--- config.mk ---
export PLATFORM = sky130hd
export DESIGN_NAME = sepl_cell
export DESIGN_NICKNAME = d
export VERILOG_FILES = /design/src/sepl_pkg.sv /design/src/sepl_cell.sv
export SDC_FILE = /design/constraint.sdc
export NUM_CORES = 1
export LEC_CHECK = 0
export BUFFER_PORTS_ARGS = -buffer_cell sky130_fd_sc_hd__buf_2
export CORE_UTILIZATION = 30
export CTS_CLUSTER_DIAMETER = 40
export DETAILED_ROUTE_END_ITERATION = 10
export GPL_TIMING_DRIVEN = 0
export SLEW_MARGIN = 20
export SYNTH_ARGS = -nofsm -noshare
export SYNTH_HDL_FRONTEND = slang
export SYNTH_SLANG_ARGS = --single-unit
export TNS_END_PERCENT = 1
--- constraint.sdc ---
create_clock -name clk -period 17.2 [get_ports clk]
set_clock_uncertainty 0.15 [all_clocks]
set_input_delay 5.16 -clock clk [delete_from_list [all_inputs] [get_ports clk]]
set_output_delay 5.16 -clock clk [all_outputs]
set_load 0.005 [all_outputs]
--- src/sepl_pkg.sv ---
// shared types and constants for the shared edge pair lookup
`default_nettype none

package sepl_pkg;

  localparam int OP_W        = 2;
  localparam int FIELD_ID_W  = 16;
  localparam int INDEX_OUT_W = 10;

  typedef enum logic [OP_W-1:0] {
    OP_CLEAR  = 2'd0,
    OP_APPEND = 2'd1,
    OP_QUERY  = 2'd2
  } op_t;

  // control travelling with each transaction along the cell chain
  typedef struct packed {
    logic            valid;
    logic [OP_W-1:0] op;
    logic            hit;
  } stage_ctl_t;

endpackage

`default_nettype wire

--- src/sepl_cell.sv ---
// one table slot of the chain: holds an edge entry and acts on passing transactions
`default_nettype none

module sepl_cell #(
  parameter int ID_W     = 16,
  parameter int IDX_W    = 10,
  parameter int CELL_IDX = 0
) (
  input  logic                clk,
  input  logic                rst,
  input  logic                adv,
  input  sepl_pkg::stage_ctl_t ctl_in,
  input  logic [ID_W-1:0]     a_in,
  input  logic [ID_W-1:0]     b_in,
  input  logic [IDX_W-1:0]    idx_in,
  output sepl_pkg::stage_ctl_t ctl_out,
  output logic [ID_W-1:0]     a_out,
  output logic [ID_W-1:0]     b_out,
  output logic [IDX_W-1:0]    idx_out
);
  import sepl_pkg::*;

  localparam logic [IDX_W-1:0] MY_IDX = IDX_W'(CELL_IDX);

  logic             occupied;
  logic             occupied_next;
  logic [ID_W-1:0]  first;
  logic [ID_W-1:0]  second;
  logic             store;
  logic             match;
  stage_ctl_t       ctl_next;
  logic [IDX_W-1:0] idx_next;

  // unordered pair compare
  assign match = occupied &&
                 (((first == a_in) && (second == b_in)) ||
                  ((first == b_in) && (second == a_in)));

  always_comb begin
    ctl_next      = ctl_in;
    idx_next      = idx_in;
    occupied_next = occupied;
    store         = 1'b0;
    if (ctl_in.valid) begin
      case (ctl_in.op)
        OP_CLEAR: begin
          occupied_next = 1'b0;
        end
        OP_APPEND: begin
          // first free slot along the chain takes the entry
          if (!ctl_in.hit && !occupied) begin
            store         = 1'b1;
            occupied_next = 1'b1;
            ctl_next.hit  = 1'b1;
            idx_next      = MY_IDX;
          end
        end
        OP_QUERY: begin
          // earlier cells win, so the lowest index sticks
          if (!ctl_in.hit && match) begin
            ctl_next.hit = 1'b1;
            idx_next     = MY_IDX;
          end
        end
        default: ;
      endcase
    end
  end

  always_ff @(posedge clk) begin
    if (rst) begin
      occupied <= 1'b0;
      ctl_out  <= '0;
    end else if (adv) begin
      occupied <= occupied_next;
      ctl_out  <= ctl_next;
    end
  end

  always_ff @(posedge clk) begin
    if (adv) begin
      a_out   <= a_in;
      b_out   <= b_in;
      idx_out <= idx_next;
      if (store) begin
        first  <= a_in;
        second <= b_in;
      end
    end
  end

endmodule

`default_nettype wire

Word level (Yosys, flattened, before mapping)
Index checks and enable logic that the tools add are counted.

word-level totals
  register bits = 79

cells by class
  equality and inequality tests = 7
  muxes and demuxes = 13
  reductions and logical operators = 12

operators with widths
  cell                  count
  $eq A16 B16 Y1        4
  $mux W10              3
  $pmux W10 S2          1
  $mux W1               7
  $logic_and A1 B1 Y1   5
  $pmux W1 S2           2
  $reduce_and A4 Y1     1
  $eq A2 B1 Y1 const B  1
  $eq A2 B2 Y1 const B  1
  $logic_not A1 Y1      2
  $logic_not A2 Y1      1
  $ne A2 B2 Y1 const B  1
  $reduce_and A2 Y1     1
  $reduce_bool A2 Y1    1
  $logic_or A1 B1 Y1    1

Depth between registers and ports, before layout
  depth after elaboration = 8
  mapped depth = 7

Worst setup path after synthesis
Ideal clock, no wire load.

  kind = input to register
  from = input port adv
  to = register first[0] (enable)
  library setup time = 0.513 ns
  arrival = 8.875 ns
  required time = 16.537 ns
  setup slack = 7.662 ns
  cell stages on the path = 3
  path buffers = 1
  cell sequence = clkbuf_1 -> nand2_1 -> nor4b_1

on the way
  word-level cells in the longest chain between the ends = 1

ends and longest elaborated chain
  item                         line             source
  from (decl)                  sepl_cell.sv:11  input logic adv,
  $reduce_and A2 Y1 (no line)  n/a
  to (signal assigned)         sepl_cell.sv:86  first <= a_in;
  to (decl)                    sepl_cell.sv:27  logic [ID_W-1:0] first;

No other way between the ends.
A chain may end at the register's enable or synchronous reset.

Worst setup path after layout
  from = input port adv
  to = register first[12] (enable)

The elaborated chain is that of the path after synthesis.

==> flow_metrics.py <==
metrics = {
    "placed_design": {
        "place_area_sq_um": 4000,
        "place_inst": 455,
        "numPortBuffers": 94,
        "gp_congestion": 0.743,
        "pre_cts_ws_ns": 9.33,
        "hpwl_um": 5020,
    },
    "timing": {
        "worstMarginPinSlew_ns": 0.982,
        "rsz0062_at_grt": "no",
        "slew_violations": 0,
        "max_freq_mhz": 134,
        "timing.setup.tns_ns": 0,
        "setup_viol": 0,
        "timing.final.crit_share_pct": 43.3,
        "hold_viol_final": 0,
        "worst_slack_ns": 9.76,
        "relSlewSlack_pct": 34.5,
        "period_minus_slack_ns": 7.44,
        "holdWs_ns": 0.323,
    },
    "grt": {
        "grt_max_degree": 44,
        "use_met3_pct": 2.67,
        "met2_usage_pct": 18.5,
        "grt-busiest-layer": "met2",
        "antenna_found_initial": 0,
        "grt_pass1_vias": 1963,
        "overflow": 0,
        "gr-usage-all-layers_pct": 12.4,
        "grt_first_pass_wirelength_um": 10100,
        "use_met1_pct": 16.0,
    },
    "critical_path": {
        "arrival_ns": 7.35,
        "criticalPathCategory": "input port to register",
        "worstPathMaxFanout": 43,
        "crit_required_ns": 17.11,
        "cp-start-kind": "input port",
        "rrSetupSlack_ns": 15.12,
        "cp-end-kind": "register",
    },
    "clocking": {
        "clkTransAtPathRegs_ns": 0.08,
        "ctsResizeCount": 0,
        "cts_tree": "yes",
        "insertion_delay_ns": 0.36,
        "hold_buffers": 0,
        "post_cts_buffers": 0,
        "numCtsBuffers": 9,
        "h-tree-depth": 3,
        "cts.sinks": 79,
        "clockRootBuffer": "clkbuf_8",
        "clockBufferDepth": 2,
    },
    "yosys": {
        "synth_fp_nets": 268,
        "syn_area_per_cell_sq_um": 15.3,
        "synth_top_area_share_pct": 67.1,
        "synth_seq_cells": 79,
        "synth_warnings": 0,
        "yosysTopAreaCell": "edfxtp_1",
        "synth.distinct_cells": 22,
        "synth_top_cells_by_area": "edfxtp_1, xor2_1, nor4_1",
        "synthCells": 216,
        "yosysSeqAreaShare_pct": 70.1,
        "netlist_area_sq_um": 3310,
    },
    "final_layout": {
        "synthToLayoutAreaGrowth_pct": 25.8,
        "diodes": 0,
        "drive_gt1_share_pct": 35.6,
        "fin_area_sq_um": 4170,
        "final_util_pct": 38.6,
        "fillers": 1062,
        "fin_cells": 471,
        "finalNetCount": 378,
    },
    "routing": {
        "drtIter0Drc": 88,
        "drt_wl_total_um": 6700,
        "remaining_drc_errors": 0,
        "ant_nets": 0,
        "vias_per_cell": 4.36,
        "dr.pass1.iters": 4,
        "routedWlPerCell_um": 14.2,
        "vias": 2055,
    },
    "pwr": {
        "power_leakage_nw": 1.64,
        "ir_drop_mv": 0.0354,
        "total_power_uw": 384,
        "power_density_nw_per_um2": 92.1,
    },
    "floorplan": {
        "io_pins": 95,
        "start_util_pct": 30.7,
        "core-area_sq_um": 10800,
        "rows": 38,
        "dieArea_sq_um": 11500,
        "dieHeight_um": 107,
        "fp.dieW_um": 107,
    },
    "outcome": {
        "status": "finished clean",
    },
    "job": {
        "drv_cap": 0,
    },
    "min_path": {
        "hp-class": "register to register",
    },
}
[cells by family (layout without fill, tap and decap cells)]
kind of cell    count (synthesis)  count (layout)  share of synthesized area (%)
fa+ha+maj                       3               3                           1.13
xor+xnor                       64              64                           16.9
compound gates                 16              16                           2.76
buf+inv                         4             119                          0.680
simple gates                   48              48                           7.82
mux                             2               2                          0.604
flops                          79              79                           70.1
[worst max-delay path: stages]
cell,delay (ns)
buf_2,0.73
clkbuf_1,0.34
nand2_1,0.16
nor4b_2,0.40
buf_2,0.28
buf_2,0.25
[power breakdown]
| part | switching, mW | internal, mW |
|---|---|---|
| clock | 0.0715 | 0.0529 |
| sequential | 0.00277 | 0.221 |
| combinational | 0.0199 | 0.0157 |
| total | 0.0941 | 0.289 |
[placed cells by master, fill, tap and decap left out, drive strengths merged, types with 2 or more instances in the layout]
cell type,count
a21oi,12
edfxtp,74
o21ai,2
inv,4
nand2,15
dfxtp,5
buf,100
nor2,5
nand4,4
nor4b,2
nor4,17
clkinvlp,3
ha,3
clkbuf,11
xor2,64
mux2i,2
nor3,2
[layout make-up]
type,instances,area [sq um],share of cell area (%)
Buffer,2,15.0,0.360
Inverter,2,7.51,0.180
Clock buffer,10,128,3.06
Timing Repair Buffer,99,500,12.0
Sequential cell,79,2320,55.7
Clock inverter,6,43.8,1.05
Multi-Input combinational cell,133,975,23.4
Tap cell,140,175,4.20
[routing by layer]
| layer | wire length (um) | vias to the layer above | share of wire, % |
|---|---|---|---|
| met4 | 203 | 0 | 3.0 |
| met1 | 3120 | 974 | 47 |
| li1 | - | 1015 | - |
| met2 | 3080 | 56 | 46 |
| met5 | 0 | - | 0 |
| met3 | 296 | 10 | 4.4 |
[synthesized netlist by cell type]
master	count
edfxtp_1	74
xor2_1	64
nor4_1	17
nand2_1	15
a21oi_1	12
dfxtp_1	5
nor2_1	5
nand4_1	4
ha_1	3
inv_1	2
mux2i_1	2
nor3_1	2
o21ai_0	2
a21o_2	1
buf_6	1
clkbuf_1	1
nand2b_1	1
nand3_1	1
nor3b_1	1
nor4b_1	1
nor4b_2	1
o22ai_2	1
[sequential cells by signal (all words and copies together), names as in the netlist]
| name | count |
|---|---|
| b_out | 16 |
| idx_out | 10 |
| second | 16 |
| first | 16 |
| a_out | 16 |
| ctl_out | 4 |
| occupied | 1 |
[path summary, 6_finish.rpt]
kind | cells after the start | endpoint | start
hold / removal | 2 | ctl_out[3] | ctl_out[3]
setup reg to reg | 6 | idx_out[4] | first[10]
setup / recovery | 6 | first[12] | adv
hold reg to reg | 2 | ctl_out[3] | ctl_out[3]
Note: power is estimated with default switching activity, not from simulation.
