<file path="config.mk">
export PLATFORM = sky130hd
export DESIGN_NAME = sepl_tail_flat
export DESIGN_NICKNAME = d
export VERILOG_FILES = /design/src/sepl_pkg.sv /design/src/sepl_out_if.sv /design/src/sepl_tail.sv /design/src/flat_wrapper.sv
export SDC_FILE = /design/constraint.sdc
export NUM_CORES = 1
export LEC_CHECK = 0
export BUFFER_PORTS_ARGS = -buffer_cell sky130_fd_sc_hd__buf_2
export CAP_MARGIN = 10
export CORE_ASPECT_RATIO = 1.2
export CORE_MARGIN = 3
export CORE_UTILIZATION = 30
export DETAILED_ROUTE_END_ITERATION = 7
export PLACE_DENSITY_LB_ADDON = 0.08
export REMOVE_ABC_BUFFERS = 1
export SLEW_MARGIN = 20
export SYNTH_ARGS = -nofsm -noshare
export SYNTH_HDL_FRONTEND = slang
export SYNTH_SLANG_ARGS = --single-unit
</file>
<file path="constraint.sdc">
create_clock -name clk -period 1.75 [get_ports clk]
set_clock_uncertainty 0.15 [all_clocks]
set_input_delay 0.175 -clock clk [delete_from_list [all_inputs] [get_ports clk]]
set_output_delay 0.175 -clock clk [all_outputs]
set_load 0.03 [all_outputs]
</file>
<file path="src/sepl_pkg.sv">
// shared types and constants for the shared edge pair lookup
`default_nettype none

package sepl_pkg;

  localparam int OP_W        = 2;
  localparam int FIELD_ID_W  = 16;
  localparam int INDEX_OUT_W = 10;

  typedef enum logic [OP_W-1:0] {
    OP_CLEAR  = 2'd0,
    OP_APPEND = 2'd1,
    OP_QUERY  = 2'd2
  } op_t;

  // control travelling with each transaction along the cell chain
  typedef struct packed {
    logic            valid;
    logic [OP_W-1:0] op;
    logic            hit;
  } stage_ctl_t;

endpackage

`default_nettype wire

</file>
<file path="src/sepl_out_if.sv">
// result channel: match, index and status flags
`default_nettype none

interface sepl_out_if;
  import sepl_pkg::*;

  logic                   valid;
  logic                   ready;
  logic                   found;
  logic [INDEX_OUT_W-1:0] pair_index;
  logic                   table_overflow;
  logic                   surface_open;

  modport source (output valid, found, pair_index, table_overflow, surface_open, input ready);
  modport sink   (input valid, found, pair_index, table_overflow, surface_open, output ready);
endinterface

`default_nettype wire

</file>
<file path="src/sepl_tail.sv">
// end of the chain: result register, sticky open-surface flag and stall control
`default_nettype none

module sepl_tail #(
  parameter int IDX_W = 10
) (
  input  logic                 clk,
  input  logic                 rst,
  input  sepl_pkg::stage_ctl_t tail_ctl,
  input  logic [IDX_W-1:0]     tail_idx,
  output logic                 adv,
  sepl_out_if.source           result_out
);
  import sepl_pkg::*;

  logic                           out_valid;
  logic                           open_flag;
  logic                           open_next;
  logic                           found_next;
  logic                           ovf_next;
  logic [INDEX_OUT_W-1:0]         index_next;
  logic [IDX_W+INDEX_OUT_W-1:0]   idx_wide;
  logic                           res_found;
  logic [INDEX_OUT_W-1:0]         res_index;
  logic                           res_overflow;
  logic                           res_open;

  // whole chain moves only when the result register can take a transaction
  assign adv = !out_valid || result_out.ready;

  assign idx_wide = {{INDEX_OUT_W{1'b0}}, tail_idx};

  always_comb begin
    open_next  = open_flag;
    found_next = 1'b0;
    ovf_next   = 1'b0;
    index_next = '0;
    case (tail_ctl.op)
      OP_CLEAR: begin
        open_next = 1'b0;
      end
      OP_APPEND: begin
        if (tail_ctl.hit) begin
          index_next = idx_wide[INDEX_OUT_W-1:0];
        end else begin
          ovf_next = 1'b1;
        end
      end
      OP_QUERY: begin
        if (tail_ctl.hit) begin
          found_next = 1'b1;
          index_next = idx_wide[INDEX_OUT_W-1:0];
        end else begin
          open_next = 1'b1;
        end
      end
      default: ;
    endcase
  end

  always_ff @(posedge clk) begin
    if (rst) begin
      out_valid <= 1'b0;
      open_flag <= 1'b0;
    end else if (adv) begin
      out_valid <= tail_ctl.valid;
      if (tail_ctl.valid) begin
        open_flag <= open_next;
      end
    end
  end

  always_ff @(posedge clk) begin
    if (adv && tail_ctl.valid) begin
      res_found    <= found_next;
      res_index    <= index_next;
      res_overflow <= ovf_next;
      res_open     <= open_next;
    end
  end

  assign result_out.valid          = out_valid;
  assign result_out.found          = res_found;
  assign result_out.pair_index     = res_index;
  assign result_out.table_overflow = res_overflow;
  assign result_out.surface_open   = res_open;

endmodule

`default_nettype wire

</file>
<file path="src/flat_wrapper.sv">
// flat-port wrapper written by rule: the top's interface ports become plain ports
module sepl_tail_flat import sepl_pkg::*;
#(
  parameter int IDX_W = 10
)
  (clk, rst, tail_ctl, tail_idx, adv, result_out_valid, result_out_found, result_out_pair_index, result_out_table_overflow, result_out_surface_open, result_out_ready);
  sepl_out_if result_out_i ();
  input  logic clk;
  input  logic rst;
  input  sepl_pkg::stage_ctl_t tail_ctl;
  input  logic [IDX_W-1:0] tail_idx;
  output logic adv;
  output wire logic [$bits(result_out_i.valid)-1:0] result_out_valid;
  output wire logic [$bits(result_out_i.found)-1:0] result_out_found;
  output wire logic [$bits(result_out_i.pair_index)-1:0] result_out_pair_index;
  output wire logic [$bits(result_out_i.table_overflow)-1:0] result_out_table_overflow;
  output wire logic [$bits(result_out_i.surface_open)-1:0] result_out_surface_open;
  input wire logic [$bits(result_out_i.ready)-1:0] result_out_ready;
  assign result_out_valid = result_out_i.valid;
  assign result_out_found = result_out_i.found;
  assign result_out_pair_index = result_out_i.pair_index;
  assign result_out_table_overflow = result_out_i.table_overflow;
  assign result_out_surface_open = result_out_i.surface_open;
  assign result_out_i.ready = result_out_ready;
  sepl_tail #(.IDX_W(IDX_W)) u_core (.clk(clk), .rst(rst), .tail_ctl(tail_ctl), .tail_idx(tail_idx), .adv(adv), .result_out(result_out_i));
endmodule
</file>
# Yosys cells after proc, flatten, opt, wreduce, memory -nomap -nowiden
# Index checks and enable logic that the tools add are counted.
[totals]
reg_bits = 15
elab_cells = 19
[op_classes]
eq_ne = 2
mux = 4
n_reduce_logical = 7
[ops]
columns = ["cell", "count"]
rows = [
  ["2-bit AND reduction", 2],
  ["1-bit 2-to-1 mux", 3],
  ["2-bit by 1-bit equality test with 1-bit output, second input constant", 1],
  ["2-bit equality test, second input constant", 1],
  ["2-bit zero test", 1],
  ["1-bit case mux with 2 select lines", 1],
  ["2-bit OR reduction", 1],
  ["1-bit logical AND", 1],
  ["1-bit zero test", 1],
  ["1-bit logical OR", 1],
]

# Depth between registers and ports, before layout
# Gate-level depths: netlist (run 1).
[logic_depth]
word_depth = 3
depth_mapped = 5
depth_no_buf = 5

# Worst setup path after synthesis (run 1)
# Ideal clock, no wire load.
[synth_path]
path_kind = "reg2reg"
from = "register u_core.out_valid (netlist: u_core.result_out.valid)"
to = "register u_core.open_flag"
setup_ps = 79
arrival_time_ps = 1118
path_slack_ps = 403
path_stages_with_launch = 4
path_buffers = 0
path_cell_list = "dfxtp_1 nand2b_4 and2_4 a211oi_2"
[synth_between]
elab_chain_len = 3
[synth_lines]
columns = ["element", "line_no", "source"]
rows = [
  ["start, declared", "sepl_tail.sv:16", "logic out_valid;"],
  ["start signal, assigned", "sepl_tail.sv:66", "out_valid <= tail_ctl.valid;"],
  ["1-bit zero test", "sepl_tail.sv:29", "assign adv = !out_valid || result_out.ready;"],
  ["1-bit logical OR", "sepl_tail.sv:29", ""],
  ["via adv", "flat_wrapper.sv:12", "output logic adv;"],
  ["2-bit AND reduction (no line)", "n/a", ""],
  ["end signal, assigned", "sepl_tail.sv:68", "open_flag <= open_next;"],
  ["end, declared", "sepl_tail.sv:17", "logic open_flag;"],
]
# The timed path passes the listed nets, and every way through them passes these cells.
# A chain may end at the register's enable or synchronous reset.

# Final worst setup path (run 1)
[layout_path]
from = "input port tail_ctl[3] (netlist bit)"
to = "register u_core.res_index[8] (netlist: u_core.result_out.pair_index[8]) (enable)"
[layout_between]
elab_chain_len = 1
[layout_lines]
columns = ["element", "line_no", "source"]
rows = [
  ["start, declared", "flat_wrapper.sv:10", "input sepl_pkg::stage_ctl_t tail_ctl;"],
  ["1-bit logical AND", "sepl_tail.sv:74", "if (adv && tail_ctl.valid) begin"],
  ["end signal, assigned", "sepl_tail.sv:76", "res_index <= index_next;"],
  ["end, declared", "sepl_tail.sv:24", "logic [INDEX_OUT_W-1:0] res_index;"],
]
# Every way passes these cells.

==> flow_metrics.tcl, run 1 <==
set metrics [dict create \
    run_status "finished clean" \
    power.clock.fraction_pct 25.5 \
    grt_first_pass_wirelength_um 1680 \
    post-cts-setup-buffer-count 0 \
    maximum_clock_frequency_mhz 802 \
    half_perimeter_wire_length_of_the_detailed_placement_result_um 858 \
    top_count_cell_post_synth "sky130_fd_sc_hd__edfxtp_1" \
    fill_cells 211 \
    min_period_ns 1.25 \
    hold_path_class "input pin to register" \
    postSynth.asyncResetShare_pct 0 \
    vdd.ir_drop.worst_mv 0.321 \
    power_density_over_the_cells_nw_per_um2 885 \
    clkSlewWorstSetupHoldPaths_ns 0.09 \
    yosysSeqAreaShare_pct 68.8 \
    drt-initial-drc-count 2 \
    cts_root_buffer "sky130_fd_sc_hd__clkbuf_4" \
    power_switching_mw 0.195 \
    timing_hold_violations_final 0 \
    vias_per_cell 4.55 \
    tritoncts "yes" \
    rows 17 \
    route.antenna.remaining_nets 0 \
    sequential_cell_area_um2 430 \
    synth_top_cells_by_area "sky130_fd_sc_hd__edfxtp_1 (62%), sky130_fd_sc_hd__and3_1 (10%), sky130_fd_sc_hd__dfxtp_1 (6.4%), sky130_fd_sc_hd__ha_1 (6.0%), sky130_fd_sc_hd__a21oi_1 (2.4%)" \
    critPathLaunchType "input pin" \
    first_global_vias 439 \
    netlist_top_cells_count "sky130_fd_sc_hd__edfxtp_1 (13), sky130_fd_sc_hd__and3_1 (10), sky130_fd_sc_hd__inv_1 (4)" \
    die_area_um2 2670 \
    cts.path.max_buffers 2 \
    multiInputGateArea_um2 175 \
    fin_tns_setup_ns 0 \
    synthesis.instances 43 \
    yosys.area_share.simple_pct 17.6 \
    worst-path-max-fanout 14 \
    max-slew-margin-rel_pct 84.8 \
    cts_sinks 15 \
    synth_top_cell_area_share_pct 62.4 \
    critPathCaptureType "register" \
    port-buffer-count 31 \
    non_filler_instance_count_after_layout 98 \
    synth_edf_count 13 \
    cap_violations 0 \
    dpl_cell_area_um2 800 \
    timing.final.setup_violations 0 \
    synth-xor-area-share_pct 0 \
    crit_path_max_incr_delay_ns 0.53 \
    grt_start_max_net_pins 15 \
    clk-insertion-delay-late_ns 0.27 \
    yosys-mux-area-fraction_pct 0 \
    global_route.usage.total_pct 8.93 \
    gp_congestion 0.621 \
    p_comb_share_pct 18.1 \
    final_nets 100 \
    htree_num_levels 1 \
    worst_slew_pin_slew_ns 0.228 \
    synth_compound_area_share_pct 4.40 \
    post-route-cell-area_um2 846 \
    syn_area_cell_um2 14.5 \
    synth-seq-cells 15 \
    grt_overflow_total 0 \
    synth_ff_type "sky130_fd_sc_hd__edfxtp_1" \
    n_antenna_cell 0 \
    total_standard_cell_area_after_synthesis_um2 626 \
    cts-buffers-inserted 3 \
    rsz0062_at_grt "no" \
    num_vias 446 \
    core_region_area_um2 1910 \
    die_height_um 56.0 \
    timing.critical_path.cells "dlygate4sd3_1 > buf_2 > and2_4" \
    detail_route.wl_per_cell_um 11.1 \
    ys_types 13 \
    io_pins 32 \
    number_of_antenna_violations_at_the_first_check_in_global_routing 0 \
    drc 0 \
    report.final.slew_viol_count 0 \
    timing.critical_path.arrival_ns 1.07 \
    synthesis_warning_total 0 \
    power.share.sequential_pct 56.4 \
    start_util_pct 32.7 \
    layout-drive-gt1-share_pct 46.8 \
    timing.setup.critical_path_class "input pin to register" \
    cell_accounting_for_the_most_synthesized_area "sky130_fd_sc_hd__edfxtp_1" \
    p_int_mw 0.553 \
    adder_cell_share_of_the_synthesized_area_pct 6.00 \
    power.leakage_nw 0.426 \
    finalWirelength_um 1080 \
    main_combinational_cell_family_by_area_after_synthesis "simple AND/OR/NAND/NOR gates" \
    drt-pass1-iter-count 4 \
    place_inst 92 \
    required_time_at_the_endpoint_of_the_critical_path_ns 1.57 \
    worst_path_max_delay_cell "sky130_fd_sc_hd__dlygate4sd3_1" \
    area.growth.synth_to_final_pct 35.2 \
    die_outline_width_um 47.7 \
    sw_frac_of_total_pct 26.0 \
    fin_crit_sh_pct 71.3 \
]
==> power groups by stage <==
stage	logic, mW	clock network, mW	registers, mW
final	0.136	0.191	0.422
after global routing	0.149	0.222	0.426
after CTS	0.138	0.202	0.423
after detailed placement	0.135	0	0.431
after global placement	0.134	0	0.431
after floorplan	0.0374	0	0.479
==> registers in the layout (all words and copies together), names as in the netlist <==
name,cells
u_core.result_out.surface_open,1
u_core.result_out.found,1
u_core.result_out.pair_index,10
u_core.result_out.table_overflow,1
u_core.result_out.valid,1
u_core.open_flag,1
==> cells by family after synthesis <==
family	Yosys count
AOI/OAI and AO/OA	4
DFF	15
adders and majority gates	3
buffers and inverters	5
and+or+nand+nor	16
==> layout make-up <==
class | instances | share of cell area [%]
timing repair buffer | 33 | 20.7
inverter | 4 | 1.78
sequential | 15 | 50.9
multi-input combinational | 23 | 20.7
tap | 19 | 2.81
clock buffer | 4 | 3.11
==> stage by stage <==
stage	hold WS, ns	utilization (%)	total power [mW]	setup WS [ns]
5_1_grt	0.0396	44.2	0.796	0.476
6_report	0.0401	44.2	0.748	0.503
3_3_place_gp	0.211	41.8	0.565	0.434
3_5_place_dp	0.207	41.8	0.566	0.412
2_1_floorplan	0.0896	-	0.516	0.403
4_1_cts	0.0343	44.2	0.763	0.515
==> layer usage <==
layer	wire (um)	part of all wire, %	global-route usage, %	vias to the layer above
li1	-	-	-	227
met2	630	58	15.5	18
met5	0	0	0	-
met4	0	0	4.62	0
met3	97	9.0	3.24	0
met1	355	33	8.45	201
==> cells in the final DEF, fill, tap and decap left out, drive strengths merged <==
cell	synthesis	layout
a21oi	3	3
a211oi	1	1
edfxtp	13	13
inv	4	4
nor2b	2	2
nand2b	2	2
and3	10	10
dlygate4sd3	0	2
dfxtp	2	2
and2	2	2
buf	1	31
ha	3	3
clkbuf	0	4
==> worst max-delay path, delay by kind of cell <==
family | cells | cell delay, ns
simple gates | 1 | 0.25
buf+inv | 2 | 0.65
==> path summary, 6_finish.rpt <==
path                                               from                               to  slack [ns]  cells after the start
worst max-delay path                        tail_ctl[3]  u_core.result_out.pair_index[8]        0.50                      3
worst min register to register  u_core.result_out.valid          u_core.result_out.valid        0.36                      2
worst min-delay path                   result_out_ready          u_core.result_out.valid        0.04                      3
worst max register to register  u_core.result_out.valid  u_core.result_out.pair_index[8]        0.62                      2
==> timing repair <==
action | in CTS | in global routing
setup endpoints to repair | 0 | 0
hold buffers | 2 | 0
gates resized for setup | 0 | 0
hold endpoints to repair | 2 | 0
(Power assumes the default switching activity.)
==> run 2: changes to the inputs <==
Settings changed: ABC_AREA set to 1.
Clock period 1.75 ns to 1.1 ns, I/O delays scaled along.
==> flow_metrics.tcl, run 2 <==
set metrics [dict create \
    run_status "complete, but fails checks" \
    violations "negative setup slack" \
    synth_edf_count 13 \
    main_combinational_cell_family_by_area_after_synthesis "simple AND/OR/NAND/NOR gates" \
    crit_path_max_incr_delay_ns 0.36 \
    cts_sinks 15 \
    critPathLaunchType "register" \
    grt_start_max_net_pins 11 \
    mostFrequentLayoutCell "sky130_fd_sc_hd__inv_1" \
    hold-worst-slack_ns 0.0648 \
    start_util_pct 33.4 \
    yosys.area_share.simple_pct 15.7 \
    clkSlewWorstSetupHoldPaths_ns 0.09 \
    num_vias 546 \
    cap_violations 0 \
    largest_register_ff_count 10 \
    synth-seq-cells 15 \
    timing.final.setup_violations 1 \
    post-cts-setup-buffer-count 0 \
    layout-drive-gt1-share_pct 40.4 \
    tritoncts "yes" \
    maximum_clock_frequency_mhz 838 \
    number_of_antenna_violations_at_the_first_check_in_global_routing 0 \
    synth_top_cell_area_share_pct 60.5 \
    drc 0 \
    die_area_um2 2750 \
    route.antenna.remaining_nets 0 \
    drt-initial-drc-count 10 \
    grt_first_pass_wirelength_um 2060 \
    area.growth.synth_to_final_pct 80.4 \
    yosys-mux-area-fraction_pct 0 \
    total_standard_cell_area_after_synthesis_um2 646 \
    worst-path-max-fanout 2 \
    adder_cell_share_of_the_synthesized_area_pct 5.81 \
    report.final.slew_viol_count 0 \
    timing.critical_path.cells "nand2_4 > buf_6 > buf_6" \
    power.leakage_nw 0.592 \
    synth_ff_type "sky130_fd_sc_hd__edfxtp_1" \
    min_period_ns 1.19 \
    half_perimeter_wire_length_of_the_detailed_placement_result_um 799 \
    grt_overflow_total 0 \
    critPathCaptureType "primary output" \
    hold_path_class "input pin to register" \
    synth_compound_area_share_pct 0.775 \
    synthesis_warning_total 0 \
    ys_types 9 \
    worst_path_max_delay_cell "sky130_fd_sc_hd__dfxtp_2" \
    cts_root_buffer "sky130_fd_sc_hd__clkbuf_4" \
    fin_crit_sh_pct 109 \
    synth_top_cells_by_area "sky130_fd_sc_hd__edfxtp_1 (60%), sky130_fd_sc_hd__inv_1 (11%), sky130_fd_sc_hd__nor2_1 (7.6%), sky130_fd_sc_hd__dfxtp_1 (6.2%), sky130_fd_sc_hd__ha_1 (5.8%)" \
    max-slew-margin-rel_pct 86.9 \
    postSynth.asyncResetShare_pct 0 \
    top_count_cell_post_synth "sky130_fd_sc_hd__inv_1" \
    gp_congestion 0.584 \
    drt-pass1-iter-count 2 \
    worst_slew_pin_slew_ns 0.195 \
    die_outline_width_um 48.4 \
    global_route.usage.total_pct 9.88 \
    io_pins 32 \
    power_density_over_the_cells_nw_per_um2 1130 \
    die_height_um 56.8 \
    timing.critical_path.arrival_ns 0.93 \
    synth-xor-area-share_pct 0 \
    cts.path.max_buffers 2 \
    timing.setup.critical_path_class "register to primary output" \
    synthesis.instances 61 \
    mostFrequentLayoutCells "sky130_fd_sc_hd__inv_1 (18), sky130_fd_sc_hd__buf_2 (16), sky130_fd_sc_hd__buf_6 (15)" \
    syn_area_cell_um2 10.6 \
    first_global_vias 489 \
    n_antenna_cell 0 \
    required_time_at_the_endpoint_of_the_critical_path_ns 0.84 \
    rsz0062_at_grt "yes" \
    final_critical_path_setup_slack_ns -0.0938 \
    most_frequent_cell_on_the_critical_path "sky130_fd_sc_hd__buf_6" \
    finalWirelength_um 1290 \
    detail_route.wl_per_cell_um 9.08 \
    yosysSeqAreaShare_pct 66.7 \
    port-buffer-count 31 \
    netlist_top_cells_count "sky130_fd_sc_hd__inv_1 (19), sky130_fd_sc_hd__edfxtp_1 (13), sky130_fd_sc_hd__nor2_1 (13)" \
    rows 17 \
    vias_per_cell 3.85 \
    core_region_area_um2 1940 \
    htree_num_levels 1 \
    final_nets 135 \
    clk-insertion-delay-late_ns 0.28 \
    utilization_pct 60.2 \
    timing_hold_violations_final 0 \
    cell_accounting_for_the_most_synthesized_area "sky130_fd_sc_hd__edfxtp_1" \
    vdd.ir_drop.worst_mv 0.529 \
    cts-buffers-inserted 3 \
]
## run 2: cell types whose count changed in the layout (fill, tap and decap cells not counted), moves of 10 or more
cell / change
sky130_fd_sc_hd__buf_6: +15
sky130_fd_sc_hd__inv_1: +14
sky130_fd_sc_hd__and3_1: -10
sky130_fd_sc_hd__buf_2: -15
sky130_fd_sc_hd__dlygate4sd3_1: +10
sky130_fd_sc_hd__nor2_1: +13
## run 2: logic make-up (layout without fill, tap and decap cells)
| group | after synthesis | after routing |
|---|---|---|
| and+or+nand+nor | 23 | 23 |
| buffers and inverters | 19 | 72 |
| DFF | 15 | 15 |
| adders and majority gates | 3 | 3 |
| AOI/OAI and AO/OA | 1 | 1 |
## run 2: area by class of cell
class | count | area (um^2)
Clock buffer | 4 | 26.3
Fill cell | 174 | 771
Inverter | 19 | 76.3
Multi-Input combinational cell | 27 | 149
Sequential cell | 15 | 432
Tap cell | 28 | 35.0
Timing Repair Buffer | 49 | 447
## run 2: power by group
part	switching [mW]	internal, mW	total [mW]
sequential	0.0176	0.663	0.681
combinational	0.162	0.168	0.330
clock	0.170	0.141	0.311
total	0.350	0.972	1.32
## run 2: metal layers
| metal | routed length (um) | up-vias | global-route usage (%) |
|---|---|---|---|
| met5 | 0 | - | 0 |
| met4 | 27 | 0 | 7.32 |
| met3 | 93 | 5 | 3.45 |
| met2 | 631 | 24 | 14.8 |
| met1 | 537 | 231 | 11.6 |
| li1 | - | 286 | - |
## run 2: worst paths after layout
path	slack (ns)	cells past startpoint	startpoint	endpoint
worst min-delay path	0.06	5	result_out_ready	u_core.result_out.valid
worst max register to register	0.02	4	u_core.result_out.valid	u_core.result_out.table_overflow
worst max-delay path	-0.09	3	u_core.result_out.valid	adv
worst min register to register	0.39	4	u_core.open_flag	u_core.open_flag
## run 2: worst max-delay path, delay by kind of cell, from the launching register on
kind / cells / cell delay [ns]
flops: 1 / 0.36
buf+inv: 2 / 0.24
simple gates: 1 / 0.06
## run 2: metrics by stage
stage / setup WS (ns) / instances / area, um^2 / total power, mW / TNS (ns)
floorplan: -0.391 / 61 / 646 / 0.824 / -5.26
global placement: -0.0976 / 125 / 886 / 0.920 / -1.02
detailed placement: -0.0997 / 125 / 886 / 0.920 / -1.10
CTS: -0.111 / 142 / 1100 / 1.31 / -0.242
global route: -0.130 / 142 / 1160 / 1.40 / -0.522
finish: -0.0938 / 142 / 1160 / 1.32 / -0.0938
## run 2: repair_timing
item                                   CTS  global route
pin swaps                                2             1
resized for setup                       15            30
hold buffers                            12             0
endpoints found under the hold margin   14             0
setup endpoints to repair               19            28
cloned                                   1             0
==> run 3: changes to the inputs <==
Settings changed: CORE_UTILIZATION 30 to 39, CTS_CLUSTER_DIAMETER set to 40.
==> flow_metrics.tcl, run 3 (same netlist as run 2, synthesis figures left out) <==
set metrics [dict create \
    run_status "complete, but fails checks" \
    violations "negative setup slack" \
    mostFrequentLayoutCells "sky130_fd_sc_hd__inv_1 (18), sky130_fd_sc_hd__buf_2 (18), sky130_fd_sc_hd__nor2_1 (13), sky130_fd_sc_hd__edfxtp_1 (13)" \
    clkSlewWorstSetupHoldPaths_ns 0.09 \
    p_comb_share_pct 24.9 \
    num_vias 560 \
    max-slew-margin-rel_pct 87.5 \
    final_critical_path_setup_slack_ns -0.0824 \
    worst_slew_pin_slew_ns 0.187 \
    worst_hold_path_cell_count 2 \
    worst_path_max_delay_cell "sky130_fd_sc_hd__dfxtp_2" \
    die_area_um2 2180 \
    timing_hold_violations_final 0 \
    fill_cells 99 \
    maximum_clock_frequency_mhz 846 \
    gp_congestion 0.596 \
    start_util_pct 43.0 \
    post-cts-setup-buffer-count 0 \
    half_perimeter_wire_length_of_the_detailed_placement_result_um 834 \
    grt_first_pass_wirelength_um 2080 \
    rsz0062_at_grt "yes" \
    cts.path.max_buffers 2 \
    global_route.usage.total_pct 12.8 \
    timing.critical_path.cells "nand2_4 > buf_6 > buf_6" \
    timing.setup.critical_path_class "register to primary output" \
    drt-pass1-iter-count 4 \
    most_frequent_cell_on_the_critical_path "sky130_fd_sc_hd__buf_6" \
    timing.final.setup_violations 1 \
    drc 0 \
    hold_path_class "input pin to register" \
    sw_frac_of_total_pct 26.5 \
    final_nets 136 \
    required_time_at_the_endpoint_of_the_critical_path_ns 0.84 \
    cts_root_buffer "sky130_fd_sc_hd__clkbuf_4" \
    vias_per_cell 4.24 \
    vdd.ir_drop.worst_mv 0.718 \
    io_pins 32 \
    post-route-cell-area_um2 1140 \
    die_outline_width_um 43.1 \
    reg2reg_depth 4 \
    area.growth.synth_to_final_pct 76.5 \
    cap_violations 0 \
    fin_tns_setup_ns -0.0824 \
    report.final.slew_viol_count 0 \
    power.clock.fraction_pct 23.4 \
    n_antenna_cell 0 \
    htree_num_levels 1 \
    clk-insertion-delay-late_ns 0.27 \
    report.power.total_mw 1.31 \
    cts-buffers-inserted 3 \
    cts_sinks 15 \
    drt-initial-drc-count 4 \
    min_period_ns 1.18 \
    grt_overflow_total 0 \
    finalWirelength_um 1390 \
    p_int_mw 0.966 \
    dpl_cell_area_um2 880 \
    core_region_area_um2 1500 \
    power.leakage_nw 0.593 \
    power_density_over_the_cells_nw_per_um2 1150 \
    worst-path-max-fanout 2 \
    grt_start_max_net_pins 11 \
    largest_register_ff_count 10 \
    route.antenna.remaining_nets 0 \
    number_of_antenna_violations_at_the_first_check_in_global_routing 0 \
    first_global_vias 516 \
    die_height_um 50.6 \
    power_switching_mw 0.349 \
    tritoncts "yes" \
    layout-drive-gt1-share_pct 40.9 \
    sequential_cell_area_um2 432 \
    detail_route.wl_per_cell_um 10.5 \
    crit_path_max_incr_delay_ns 0.35 \
    port-buffer-count 31 \
    timing.critical_path.arrival_ns 0.92 \
    multiInputGateArea_um2 149 \
    rows 15 \
    utilization_pct 75.9 \
    fin_crit_sh_pct 107 \
    critPathCaptureType "primary output" \
    critPathLaunchType "register" \
    power.share.sequential_pct 51.7 \
]
==> run 3: cell types whose count changed in the layout (fill, tap and decap cells not counted), sizes merged <==
cell	previous run	this run
buf	36	38
clkbuf	5	4
==> run 3: per-stage QoR <==
step | std cells | hold slack, ns | setup slack, ns
2_1_floorplan | 61 | 0.0291 | -0.391
3_3_place_gp | 115 | 0.136 | -0.0821
3_5_place_dp | 115 | 0.136 | -0.0918
4_1_cts | 132 | 0.0129 | -0.0929
5_1_grt | 132 | 0.0286 | -0.113
6_report | 132 | 0.0153 | -0.0824
==> run 3: layout make-up <==
| type | instances | area share, % |
|---|---|---|
| repair buffers | 50 | 38.4 |
| clock buffers | 4 | 2.31 |
| flip-flops and latches | 15 | 37.9 |
| well taps | 17 | 1.87 |
| inverters | 19 | 6.48 |
| multi-input cells | 27 | 13.1 |
==> run 3: worst paths after layout <==
kind | startpoint | to | slack, ns
setup / recovery | u_core.result_out.valid | adv | -0.08
hold / removal | tail_ctl[0] | u_core.result_out.table_overflow | 0.02
setup reg to reg | u_core.result_out.valid | u_core.result_out.pair_index[2] | 0.02
hold reg to reg | u_core.open_flag | u_core.open_flag | 0.40
==> run 3: critical path, delay by kind of cell, from the launching register on <==
family	cells	cell delay [ns]
buf+inv	2	0.23
flops	1	0.35
simple gates	1	0.06
==> run 3: layer usage <==
layer  vias up  GRT usage [%]  wire (um)
met2        21           22.7        781
met3         2           2.15         83
met4         0           6.03         12
met5         -              0          0
li1        290              -          -
met1       247           14.5        510
==> run 3: what timing repair did <==
item / CTS / global route
hold endpoints to repair: 13 / 0
gates resized for setup: 12 / 28
pin swaps: 1 / 0
endpoints found under the setup margin: 16 / 14
cloned: 1 / 0
hold buffers: 12 / 0
==> run 3: power groups by stage <==
stage,logic [mW],registers (mW),clock network [mW]
6_report,0.327,0.680,0.308
5_1_grt,0.353,0.683,0.336
4_1_cts,0.302,0.674,0.313
3_5_place_dp,0.239,0.684,0
3_3_place_gp,0.237,0.683,0
2_1_floorplan,0.0656,0.758,0
